<file path="src/rtl/sorted_keyed_table_core_assert.svh">
// ----------------------------------------------------------------------------
// Assertion macros for the sorted keyed table
// Concurrent assertion wrappers used by the controller module.
// ----------------------------------------------------------------------------
`ifndef SORTED_KEYED_TABLE_CORE_ASSERT_SVH
`define SORTED_KEYED_TABLE_CORE_ASSERT_SVH

// check under reset gating
`define SKT_ASSERT(lbl, prop, msg) \
  lbl: assert property (@(posedge clk_i) disable iff (!rst_ni) prop) else $error(msg);

// check at every edge, reset included
`define SKT_ASSERT_ALWAYS(lbl, prop, msg) \
  lbl: assert property (@(posedge clk_i) prop) else $error(msg);

`endif

</file>
<file path="src/rtl/skt_pkg.sv">
// ----------------------------------------------------------------------------
// Sorted keyed table package
// Sizes, codes and command/status types shared by the table modules.
// ----------------------------------------------------------------------------
package skt_pkg;

  localparam int unsigned DEPTH = 64;
  localparam int unsigned AW    = $clog2(DEPTH);
  localparam int unsigned CW    = $clog2(DEPTH + 1);

  localparam logic [2:0] FUNC_INSERT = 3'd0;
  localparam logic [2:0] FUNC_SEARCH = 3'd1;
  localparam logic [2:0] FUNC_UPDATE = 3'd2;
  localparam logic [2:0] FUNC_ERASE  = 3'd3;
  localparam logic [2:0] FUNC_DUMP   = 3'd4;

  typedef enum logic [1:0] {
    ST_OK       = 2'd0,
    ST_NOTFOUND = 2'd1,
    ST_EXISTS   = 2'd2,
    ST_FULL     = 2'd3
  } status_e;

  typedef enum logic [1:0] {
    WR_RDATA,
    WR_NEW,
    WR_SUM
  } wr_sel_e;

  typedef enum logic [2:0] {
    OUT_RDATA,
    OUT_NEW,
    OUT_SUM,
    OUT_MISS,
    OUT_EMPTY
  } out_src_e;

  typedef struct packed {
    logic [30:0]        key;
    logic signed [31:0] qty;
    logic [15:0]        hnd;
  } entry_t;

  typedef struct packed {
    logic          in_ready;
    logic          rd_en;
    logic [AW-1:0] rd_addr;
    logic          wr_en;
    logic [AW-1:0] wr_addr;
    wr_sel_e       wr_sel;
    logic          out_load;
    out_src_e      out_src;
    status_e       out_status;
    logic          out_last;
  } cmd_t;

  typedef struct packed {
    logic       in_valid;
    logic [2:0] in_func;
    logic [2:0] func;
    logic       rkey_ge;
    logic       rkey_eq;
    logic       out_free;
  } sts_t;

endpackage

</file>
<file path="src/rtl/skt_ctrl.sv">
// ----------------------------------------------------------------------------
// Sorted keyed table controller
// Sequences scan, shift, update and dump over the entry memory.
// ----------------------------------------------------------------------------
`include "sorted_keyed_table_core_assert.svh"

module skt_ctrl (
  input  logic          clk_i,
  input  logic          rst_ni,
  input  skt_pkg::sts_t sts_i,
  output skt_pkg::cmd_t cmd_o
);
  import skt_pkg::*;

  typedef enum logic [3:0] {
    S_IDLE, S_QUICK, S_SCAN_RD, S_SCAN_CHK, S_DECIDE,
    S_SHUP_RD, S_SHUP_WR, S_SHDN_RD, S_SHDN_WR, S_DUMP_RD, S_DUMP_EMIT
  } state_e;

  state_e        state_q, state_d;
  logic [CW-1:0] count_q, count_d;
  logic [CW-1:0] idx_q, idx_d;
  logic [CW-1:0] pos_q, pos_d;
  logic          hit_q, hit_d;
  logic [CW-1:0] idx_m1, idx_p1;

  assign idx_m1 = idx_q - CW'(1);
  assign idx_p1 = idx_q + CW'(1);

  always_comb begin
    state_d = state_q;
    count_d = count_q;
    idx_d   = idx_q;
    pos_d   = pos_q;
    hit_d   = hit_q;
    cmd_o   = '{in_ready: 1'b0, rd_en: 1'b0, rd_addr: idx_q[AW-1:0], wr_en: 1'b0,
                wr_addr: idx_q[AW-1:0], wr_sel: WR_RDATA, out_load: 1'b0,
                out_src: OUT_RDATA, out_status: ST_OK, out_last: 1'b1};
    case (state_q)
      S_IDLE: begin
        cmd_o.in_ready = 1'b1;
        idx_d = '0;
        if (sts_i.in_valid) begin
          if (sts_i.in_func == FUNC_DUMP) begin
            state_d = (count_q == '0) ? S_QUICK : S_DUMP_RD;
          end else if (sts_i.in_func == FUNC_INSERT && count_q == CW'(DEPTH)) begin
            state_d = S_QUICK;
          end else if (sts_i.in_func inside {FUNC_SEARCH, FUNC_UPDATE, FUNC_ERASE,
                                             FUNC_INSERT}) begin
            state_d = S_SCAN_RD;
          end
        end
      end
      S_QUICK: begin
        if (sts_i.out_free) begin
          cmd_o.out_load = 1'b1;
          if (sts_i.func == FUNC_DUMP) begin
            cmd_o.out_src    = OUT_EMPTY;
            cmd_o.out_status = ST_NOTFOUND;
          end else begin
            cmd_o.out_src    = OUT_MISS;
            cmd_o.out_status = ST_FULL;
          end
          state_d = S_IDLE;
        end
      end
      S_SCAN_RD: begin
        if (idx_q == count_q) begin
          pos_d   = idx_q;
          hit_d   = 1'b0;
          state_d = S_DECIDE;
        end else begin
          cmd_o.rd_en = 1'b1;
          state_d     = S_SCAN_CHK;
        end
      end
      S_SCAN_CHK: begin
        if (sts_i.rkey_ge) begin
          pos_d   = idx_q;
          hit_d   = sts_i.rkey_eq;
          state_d = S_DECIDE;
        end else begin
          idx_d   = idx_p1;
          state_d = S_SCAN_RD;
        end
      end
      S_DECIDE: begin
        if (sts_i.func == FUNC_INSERT && !hit_q) begin
          idx_d   = count_q;
          state_d = S_SHUP_RD;
        end else if (sts_i.out_free) begin
          cmd_o.out_load = 1'b1;
          state_d        = S_IDLE;
          if (!hit_q) begin
            cmd_o.out_src    = OUT_MISS;
            cmd_o.out_status = ST_NOTFOUND;
          end else if (sts_i.func == FUNC_INSERT) begin
            cmd_o.out_status = ST_EXISTS;
          end else if (sts_i.func == FUNC_UPDATE) begin
            cmd_o.out_src = OUT_SUM;
            cmd_o.wr_en   = 1'b1;
            cmd_o.wr_addr = pos_q[AW-1:0];
            cmd_o.wr_sel  = WR_SUM;
          end else if (sts_i.func == FUNC_ERASE) begin
            idx_d   = pos_q;
            state_d = S_SHDN_RD;
          end
        end
      end
      S_SHUP_RD: begin
        if (idx_q == pos_q) begin
          if (sts_i.out_free) begin
            cmd_o.wr_en    = 1'b1;
            cmd_o.wr_sel   = WR_NEW;
            cmd_o.out_load = 1'b1;
            cmd_o.out_src  = OUT_NEW;
            count_d        = count_q + CW'(1);
            state_d        = S_IDLE;
          end
        end else begin
          cmd_o.rd_en   = 1'b1;
          cmd_o.rd_addr = idx_m1[AW-1:0];
          state_d       = S_SHUP_WR;
        end
      end
      S_SHUP_WR: begin
        cmd_o.wr_en = 1'b1;
        idx_d       = idx_m1;
        state_d     = S_SHUP_RD;
      end
      S_SHDN_RD: begin
        if (idx_p1 >= count_q) begin
          count_d = count_q - CW'(1);
          state_d = S_IDLE;
        end else begin
          cmd_o.rd_en   = 1'b1;
          cmd_o.rd_addr = idx_p1[AW-1:0];
          state_d       = S_SHDN_WR;
        end
      end
      S_SHDN_WR: begin
        cmd_o.wr_en = 1'b1;
        idx_d       = idx_p1;
        state_d     = S_SHDN_RD;
      end
      S_DUMP_RD: begin
        cmd_o.rd_en = 1'b1;
        state_d     = S_DUMP_EMIT;
      end
      S_DUMP_EMIT: begin
        if (sts_i.out_free) begin
          cmd_o.out_load = 1'b1;
          cmd_o.out_last = (idx_p1 == count_q);
          idx_d          = idx_p1;
          state_d        = (idx_p1 == count_q) ? S_IDLE : S_DUMP_RD;
        end
      end
      default: state_d = S_IDLE;
    endcase
  end

  always_ff @(posedge clk_i or negedge rst_ni) begin
    if (!rst_ni) begin
      state_q <= S_IDLE;
      count_q <= '0;
      idx_q   <= '0;
      pos_q   <= '0;
      hit_q   <= 1'b0;
    end else begin
      state_q <= state_d;
      count_q <= count_d;
      idx_q   <= idx_d;
      pos_q   <= pos_d;
      hit_q   <= hit_d;
    end
  end

  `SKT_ASSERT(a_count_range, count_q <= CW'(DEPTH), "entry count above depth")
  `SKT_ASSERT(a_rd_wr_excl, !(cmd_o.rd_en && cmd_o.wr_en), "read and write in one cycle")
  `SKT_ASSERT(a_load_free, cmd_o.out_load |-> sts_i.out_free, "result load while busy")
  `SKT_ASSERT(a_count_step, (count_q != $past(count_q)) |-> $past(state_q == S_SHUP_RD ||
              state_q == S_SHDN_RD), "entry count changed outside a shift")

endmodule

</file>
<file path="config.mk">
export PLATFORM = sky130hd
export DESIGN_NAME = skt_ctrl
export DESIGN_NICKNAME = d
export VERILOG_FILES = /design/src/rtl/skt_pkg.sv /design/src/rtl/skt_ctrl.sv
export VERILOG_INCLUDE_DIRS = /design/src /design/src/rtl
export SDC_FILE = /design/constraint.sdc
export NUM_CORES = 1
export LEC_CHECK = 0
export BUFFER_PORTS_ARGS = -buffer_cell sky130_fd_sc_hd__buf_2
export CORE_ASPECT_RATIO = 2
export CORE_MARGIN = 3
export CORE_UTILIZATION = 55
export CTS_CLUSTER_DIAMETER = 50
export DETAILED_ROUTE_END_ITERATION = 16
export GPL_TIMING_DRIVEN = 0
export HOLD_SLACK_MARGIN = 0.06
export PLACE_DENSITY_LB_ADDON = 0.15
export SYNTH_ARGS = -nofsm -noshare
export SYNTH_HDL_FRONTEND = slang
export SYNTH_SLANG_ARGS = --single-unit
export TNS_END_PERCENT = 50
</file>
<file path="constraint.sdc">
create_clock -name clk_i -period 3.5 [get_ports clk_i]
set_clock_uncertainty 0.15 [all_clocks]
set_input_delay 0.175 -clock clk_i [delete_from_list [all_inputs] [get_ports clk_i]]
set_output_delay 0.175 -clock clk_i [all_outputs]
set_load 0.005 [all_outputs]
</file>
==> impl_summary.log <==
INFO  metric run_status = finished, final reports clean
INFO  metric p_int = 1238 uW
INFO  metric power_frac_comb = 0.678
INFO  metric cp-start-kind = flop
INFO  metric p_total = 2483 uW
INFO  metric first_global_vias = 2,781
INFO  metric multi_input_area = 1926 sq um
INFO  metric synth_async_sr_flop_share = 1.000
INFO  metric yosys.area.top_type_share = 0.2378
INFO  metric grt_max_degree = 27
INFO  metric timing.final.crit_period = 3.375 ns
INFO  metric path_max_fanout = 10
INFO  metric grt_usage = 0.2880
INFO  metric clock_edge_transition_at_the_registers_on_the_reported_setup_and_hold_paths = 0.11 ns
INFO  metric die-area = 5909 sq um
INFO  metric drc_errors = 0
INFO  metric drt_via_density = 6.316
INFO  metric clock_path_buffers = 2
INFO  metric utilization = 0.6673
INFO  metric initial_antenna_violation_count = 0
INFO  metric syn_to_final_growth = 14.27%
INFO  metric synth_seq_area_share = 0.2378
INFO  metric number_of_buffers_added_on_ports = 35
INFO  metric synth_enable_flop_cells = 0
INFO  metric critPathKind = flop to output pin
INFO  metric final_max_slew_viols = 0
INFO  metric globalplace.congestion = 0.9393
INFO  metric timing.critical_path.cells = clkbuf_2 > nand2_1 > nor2_1 > xnor2_1 > inv_1 > ha_1 > nand2_1 > nor2_2 > a211oi_2 > buf_4 > nand4_1 > o21ai_0 > a221oi_2 > buf_2
INFO  metric syn_nets = 382
INFO  metric post_route_cells_drive_above_1_share = 0.2060
INFO  metric initial_core_util = 0.5840
INFO  metric crit_share_post_route = 0.9644
INFO  metric cts_inserted_buffers = 3
INFO  metric max_freq = 0.2963 GHz
INFO  metric vdd.ir_drop.worst = 0.5430 mV
INFO  metric totalWireLength = 8.296 mm
INFO  metric worstSkewPairLatency = 0.29 ns
INFO  metric yosys_warnings = 0
INFO  metric p_sw_frac = 0.5014
INFO  metric number_of_detailed_route_iterations_in_the_first_pass = 4
INFO  metric globalRouteOverflowTotal = 0
INFO  metric max_stage_delay = 0.45 ns
INFO  metric post_synth_inst_count = 355
INFO  metric critPathArrivalTime = 3.05 ns
INFO  metric antenna_cells = 0
INFO  metric critPathRequiredTime = 3.17 ns
INFO  metric layout_commonest_cell = nand2_1
INFO  metric wl_per_cell = 18.31 microns
INFO  metric timing.max_slew.rel_slack = 0.4585
INFO  metric core_area = 4686 sq um
INFO  metric postSynth.topFlopCell = dfrtp_1
INFO  metric cap_violations = 0
INFO  metric antenna_violating_nets_post_route = 0
INFO  metric clockRootBuffer = clkbuf_8
INFO  metric fill_cells = 448
INFO  metric worst_pin_slew = 0.8122 ns
INFO  metric leading_area_contributor_after_synthesis = dfrtp_1
INFO  metric cp-end-kind = output pin
INFO  metric final_nets = 426
INFO  metric die_y = 105.8 microns
INFO  metric floorplan.rows = 35
INFO  metric total_leakage_power = 0.001499 uW
INFO  metric pwr_density_cell = 794.0 nW/um^2
INFO  metric yosys.cell_types.count = 55
INFO  metric syn_area = 2736 sq um
INFO  metric synthTopCellsByArea = dfrtp_1 24%, nand2_1 6.4%, ha_1 6.4%, nor2_1 4.8%, xor2_1 4.8%
INFO  metric mostFrequentLayoutCells = 47 x nand2_1, 42 x buf_2, 34 x nor2_1
INFO  metric htree_depth = 1
INFO  metric synth.avg_cell_area = 7.708 sq um
INFO  metric worst_path_most_repeated_cell = nand2_1
INFO  metric drt-initial-drc-count = 167
INFO  metric hold_path.class = input pin to flop
INFO  metric count_of_endpoints_failing_setup_in_the_final_report = 0
INFO  metric timing.critical_path.slowest_stage_cell = dfrtp_1
INFO  metric number_of_storage_elements_in_the_synthesis_netlist = 26
INFO  metric p_seq_frac = 0.215
INFO  metric pin_count = 36
INFO  metric sequential_cell_area = 651.9 sq um
INFO  metric net-switching-power = 1245 uW
INFO  metric num_vias = 2,861
INFO  metric power.clock.fraction = 0.107
INFO  metric die_width = 55.88 microns
INFO  metric dpl.hpwl = 6.387 mm
INFO  metric grt_pass1_wl = 13.54 mm
INFO  metric cts.sinks = 26
INFO  metric final_hold_viol_count = 0
INFO  metric tritoncts_clock_tree = built
==> worst paths after layout <==
check	depth (start not counted)	end	startpoint	slack, ns
setup / recovery	14	cmd_o[19]	idx_q[1]	0.12
hold reg to reg	1	pos_q[6]	pos_q[6]	0.44
min in group asynchronous	2	state_q[3]	rst_ni	0.28
max in group asynchronous	2	idx_q[0]	rst_ni	2.44
setup reg to reg	13	count_q[6]	idx_q[1]	0.49
hold / removal	4	state_q[0]	sts_i[9]	0.15
==> layer usage <==
layer	vias to the layer above	track usage	routed length [microns]
met3	44	0.03064	470
met1	1326	0.3101	2848
li1	1354	-	-
met4	0	0.1902	556
met5	-	0	0
met2	137	0.5161	4419
==> what timing repair did <==
item	CTS	global route
pin swaps	1	0
gates resized for setup	4	8
setup endpoints to repair	6	10
hold endpoints to repair	27	0
setup buffers	2	2
hold buffers	2	0
==> power groups by stage <==
stage          combinational, uW  sequential (uW)  clock (uW)
5_1_grt                     1870              544         276
3_3_place_gp                1560              521           0
6_report                    1680              533         266
2_1_floorplan               1190              483           0
4_1_cts                     1610              517         268
3_5_place_dp                1580              521           0
==> stage by stage <==
stage / instance area [sq um] / hold WS, ns / std cells / worst slack (ns) / TNS [ns]
6_report: 3127 / 0.1519 / 453 / 0.1245 / 0
5_1_grt: 3127 / 0.1844 / 453 / -0.01053 / -0.01053
4_1_cts: 3092 / 0.1560 / 452 / 0.01891 / 0
3_5_place_dp: 2980 / 0.08003 / 445 / -0.1943 / -0.5385
3_3_place_gp: 2980 / 0.07473 / 445 / -0.2181 / -0.6403
2_1_floorplan: 2736 / -0.2706 / 355 / 0.6922 / 0
==> flip-flops by register name, indices dropped and copies added (netlist names) <==
register,count
state_q,4
count_q,7
pos_q,7
idx_q,7
hit_q,1
==> synthesized netlist by cell type (all sizes together), types with 2 or more instances <==
cell type	count
nand2	48
nor2	35
o21ai	29
a21oi	26
dfrtp	26
inv	17
xor2	15
ha	14
buf	12
mux2	12
nand3	11
xnor2	11
clkbuf	10
nor2b	8
a211oi	5
nor3	5
nor4	5
o21a	5
o221ai	5
or3	5
or4	5
nand2b	4
nand4	4
a21o	3
a221oi	3
nand3b	3
o21bai	3
a221o	2
a31oi	2
a41oi	2
and2	2
o2111ai	2
o211ai	2
o22ai	2
o31ai	2
==> area by class of cell <==
cell class / instances / share of cell area
Multi-Input combinational cell: 290 / 0.6158
Clock buffer: 3 / 0.01321
Buffer: 20 / 0.03842
Timing Repair Buffer: 41 / 0.07203
Tap cell: 55 / 0.02201
Clock inverter: 1 / 0.009604
Inverter: 17 / 0.02041
Sequential cell: 26 / 0.2085
==> worst max-delay path, delay by kind of cell, from the launching register on <==
kind	cells	cell delay, ns
AND/OR/NAND/NOR	5	0.67
adder cells (fa/ha/maj)	1	0.29
AO/OA/AOI/OAI	3	0.45
XOR/XNOR	1	0.16
buffers and inverters	4	0.73
flip-flops	1	0.45
==> logic make-up after synthesis <==
family / count (synthesis) / synth area share
flip-flops: 26 / 0.2378
XOR/XNOR: 26 / 0.08322
adder cells (fa/ha/maj): 15 / 0.07133
AO/OA/AOI/OAI: 96 / 0.2218
AND/OR/NAND/NOR: 140 / 0.2561
multiplexers: 13 / 0.06127
buffers and inverters: 39 / 0.06859
Power figures use the tool's default switching activity.
